[src/sv/rga_ram.sv]
module rga_ram #(
    parameter int WIDTH = 8,
    parameter int DEPTH = 64,
    parameter int AW    = (DEPTH > 1) ? $clog2(DEPTH) : 1
) (
    input  logic             i_clk,
    input  logic             i_we,
    input  logic [AW-1:0]    i_waddr,
    input  logic [WIDTH-1:0] i_wdata,
    input  logic [AW-1:0]    i_raddr,
    output logic [WIDTH-1:0] o_rdata
);

    logic [WIDTH-1:0] r_mem [DEPTH];
    logic [WIDTH-1:0] r_rdata;

    always_ff @(posedge i_clk) begin
        if (i_we) begin
            r_mem[i_waddr] <= i_wdata;
        end
        r_rdata <= r_mem[i_raddr];
    end

    assign o_rdata = r_rdata;

endmodule

[config.mk]
export PLATFORM = sky130hd
export DESIGN_NAME = rga_ram
export DESIGN_NICKNAME = d
export VERILOG_FILES = /design/src/sv/rga_ram.sv
export SDC_FILE = /design/constraint.sdc
export NUM_CORES = 1
export LEC_CHECK = 0
export BUFFER_PORTS_ARGS = -buffer_cell sky130_fd_sc_hd__buf_4
export CAP_MARGIN = 20
export CORE_ASPECT_RATIO = 1.1
export CORE_MARGIN = 2
export CORE_UTILIZATION = 62
export CTS_CLUSTER_SIZE = 24
export DETAILED_ROUTE_END_ITERATION = 12
export PLACE_DENSITY = 0.79
export SLEW_MARGIN = 25
export SYNTH_ARGS = -nofsm -noshare
export SYNTH_HDL_FRONTEND = slang
export SYNTH_SLANG_ARGS = --single-unit
export TNS_END_PERCENT = 20
[constraint.sdc]
create_clock -name i_clk -period 2.7 [get_ports i_clk]
set_input_delay 0.54 -clock i_clk [delete_from_list [all_inputs] [get_ports i_clk]]
set_output_delay 0.54 -clock i_clk [all_outputs]
set_load 0.02 [all_outputs]
==> insert_results.sql <==
INSERT INTO impl_metrics (metric_group, metric, value, unit) VALUES
('outcome', 'outcome', 'finished clean', ''),
('floorplanning', 'die_h', '193', 'um'),
('power', 'cellInternalPower', '13.3', 'mW'),
('clocking', 'clk_path_buf_depth', '3', ''),
('clocking', 'cts_setup_buffers', '0', ''),
('global_route', 'groute.usage.overall', '27.7', '%'),
('logic_synthesis', 'synth_area_per_cell', '21.5', 'um^2'),
('route', 'detail_route.iter0.violations', '1362', ''),
('layout', 'layout_common_cells', 'edfxtp_1, mux4_2, buf_4, nor2_1, clkbuf_16', ''),
('setup_path', 'cell_with_the_most_instances_on_the_worst_path', 'buf_4', ''),
('setup_path', 'reg2reg_setup_slack', '0.48', 'ns'),
('setup_path', 'critPathSlowestCell', 'a221oi_1', ''),
('clocking', 'tritoncts', 'built', ''),
('route', 'vias', '10300', ''),
('setup_path', 'critPathLaunchType', 'primary input', ''),
('route', 'detailedRoute.firstPassIterationCount', '6', ''),
('route', 'drt-wirelength-per-cell', '29.4', 'um'),
('sta', 'report.final.slew_viol_count', '0', ''),
('logic_synthesis', 'post_synth_inst_count', '940', ''),
('setup_path', 'timing.critical_path.fanout_max', '15', ''),
('place', 'dp_hpwl', '27000', 'um'),
('sta', 'maximum_frequency_from_static_timing_analysis', '450', 'MHz'),
('layout', 'num-nets-final', '1096', ''),
('setup_path', 'worst_path_largest_cell_delay', '0.75', 'ns'),
('floorplanning', 'ios', '30', ''),
('logic_synthesis', 'synth_warnings', '0', ''),
('logic_synthesis', 'seq_area_frac_synth', '77.0', '%'),
('logic_synthesis', 'synthDistinctLibCells', '40', ''),
('sta', 'transition_time_of_the_tightest_slew_check_pin', '0.844', 'ns'),
('sta', 'final.setup_skew', '0.0239', 'ns'),
('route', 'drc_errors', '0', ''),
('run', 'maxCapViolations', '0', ''),
('sta', 'min_clock_period_post_route', '2.22', 'ns'),
('setup_path', 'crit_path_cell_trace', 'buf_4, buf_4, mux4_2, mux2_2, a221oi_1, o2bb2ai_1', ''),
('logic_synthesis', 'synthesis.nets', '962', ''),
('place', 'gp_congestion', '0.883', ''),
('layout', 'post-route-cell-area', '23100', 'um^2'),
('global_route', 'grt_start_max_net_pins', '65', ''),
('setup_path', 'worst_ep_required_time', '3.13', 'ns'),
('clocking', 'insertion_delay', '0.57', 'ns'),
('layout', 'sequential_cell_area', '15500', 'um^2'),
('layout', 'layout_commonest_cell', 'edfxtp_1', ''),
('route', 'antenna_violating_nets_post_route', '0', ''),
('logic_synthesis', 'async_set_or_reset_flop_fraction_in_the_synthesized_netlist', '0', '%'),
('place', 'port-buffer-count', '29', ''),
('layout', 'fraction_of_final_layout_cells_sized_beyond_drive_strength_1', '31.3', '%'),
('route', 'drt-vias-per-instance', '6.69', ''),
('layout', 'multi_input_comb_area', '4320', 'um^2'),
('clocking', 'hold_buffers', '0', ''),
('logic_synthesis', 'synthFlopType', 'edfxtp_1', ''),
('clocking', 'clk_transition_reported_paths', '0.07', 'ns'),
('floorplanning', 'placementRows', '69', ''),
('floorplanning', 'design.core.area', '32200', 'um^2'),
('layout', 'postLayoutCoreUtil', '71.8', '%'),
('floorplanning', 'initial_util', '62.6', '%'),
('setup_path', 'critPathCaptureType', 'flip-flop', ''),
('sta', 'slew_headroom', '43.7', '%'),
('global_route', 'grt_overflow', '0', ''),
('layout', 'areaGrowthSynthToFinish', '14.6', '%'),
('sta', 'post-route-period-util', '82.4', '%'),
('clocking', 'cts_buffers', '48', ''),
('global_route', 'grt_pass1_vias', '10300', ''),
('logic_synthesis', 'seq_cells_post_synth', '520', ''),
('setup_path', 'worst_ep_arrival_time', '2.65', 'ns'),
('power', 'pwr-share-comb', '5.3', '%'),
('route', 'postRouteWirelength', '45300', 'um'),
('power', 'power.static_leakage', '7.46', 'nW'),
('sta', 'report.final.hold_viol_count', '0', ''),
('sta', 'grt_setup_unrepaired', 'false', ''),
('power', 'p_sw_share', '20.6', '%'),
('power', 'ir_worst_vdd', '0.000724', 'V');
## per-stage QoR
| stage | total power, mW | TNS [ns] | cells | hold slack, ns | setup WS (ns) |
|---|---|---|---|---|---|
| 4_1_cts | 16.8 | 0 | 1537 | 0.349 | 0.483 |
| 5_1_grt | 17.1 | 0 | 1537 | 0.357 | 0.428 |
| 6_report | 16.7 | 0 | 1539 | 0.396 | 0.476 |
| 3_3_place_gp | 9.99 | 0 | 1450 | 0.792 | 0.0473 |
| 3_5_place_dp | 10.0 | -0.0998 | 1450 | 0.825 | -0.0998 |
| 2_1_floorplan | 9.61 | 0 | 940 | 0.639 | 0.492 |
## worst max-delay path, delay by kind of cell
kind | cells | cell delay, ns
AOI/OAI and AO/OA | 2 | 0.93
muxes | 2 | 0.64
buffers and inverters | 2 | 0.52
## registers in the layout (all words and copies together) (netlist names)
signal   flops
o_rdata      8
r_mem      512
## logic make-up (layout without fill, tap and decap cells)
family	count (synthesis)	in the layout	synth area share, %
other	0	2	0
AO/OA/AOI/OAI	54	54	2.07
buffers and inverters	51	222	1.57
AND/OR/NAND/NOR	153	153	3.39
multiplexers	162	162	15.9
flip-flops	520	520	77.0
## synthesized netlist by cell type, drive strengths merged, types with 3 or more instances
cell type	n	area (um^2)
nand2b	7	43.8
clkbuf	17	63.8
o21ai	4	20.0
o2111ai	3	26.3
o22ai	8	50.1
mux4	126	2840
nand3	13	65.1
a21oi	3	15.0
mux2i	23	230
o2bb2ai	3	26.3
o221ai	8	70.1
nor2b	14	87.6
nor2	83	312
a22oi	3	22.5
nand3b	3	22.5
a211oi	4	30.0
dfxtp	8	160
buf	34	253
edfxtp	512	15400
nand2	19	71.3
nor3	7	35.0
a221oi	6	52.6
mux2	13	146
## per-layer routing
layer / GRT usage (%) / wire, um / vias to the layer above / share of wire [%]
li1: - / - / 4195 / -
met1: 37.7 / 16700 / 5343 / 37
met2: 46.1 / 22800 / 659 / 50
met3: 5.27 / 4280 / 106 / 9.5
met4: 9.41 / 1490 / 0 / 3.3
met5: 0 / 0 / - / 0
## power by group through the flow
stage	clock (mW)	combinational [mW]	sequential, mW
floorplan	0	0.476	9.14
finish	6.84	0.888	8.97
detailed placement	0	0.873	9.14
global placement	0	0.850	9.14
global route	7.20	0.933	8.97
CTS	6.91	0.886	8.97
## worst paths after layout
check | from | endpoint | cells past startpoint
worst min register to register | r_mem[26][6]$_DFFE_PP_ | o_rdata[6]$_DFF_P_ | 3
worst min-delay path | i_raddr[5] | o_rdata[6]$_DFF_P_ | 2
worst max-delay path | i_raddr[2] | o_rdata[0]$_DFF_P_ | 6
worst max register to register | r_mem[47][0]$_DFFE_PP_ | o_rdata[0]$_DFF_P_ | 4
## layout make-up
class                      instances  area share (%)
timing repair buffer             135            4.84
clock inverter                    30            1.42
clock buffer                      57            5.53
antenna                            2          0.0217
tap                              426            2.31
multi-input combinational        369            18.7
sequential                       520            67.2
Power figures use the tool's default switching activity.
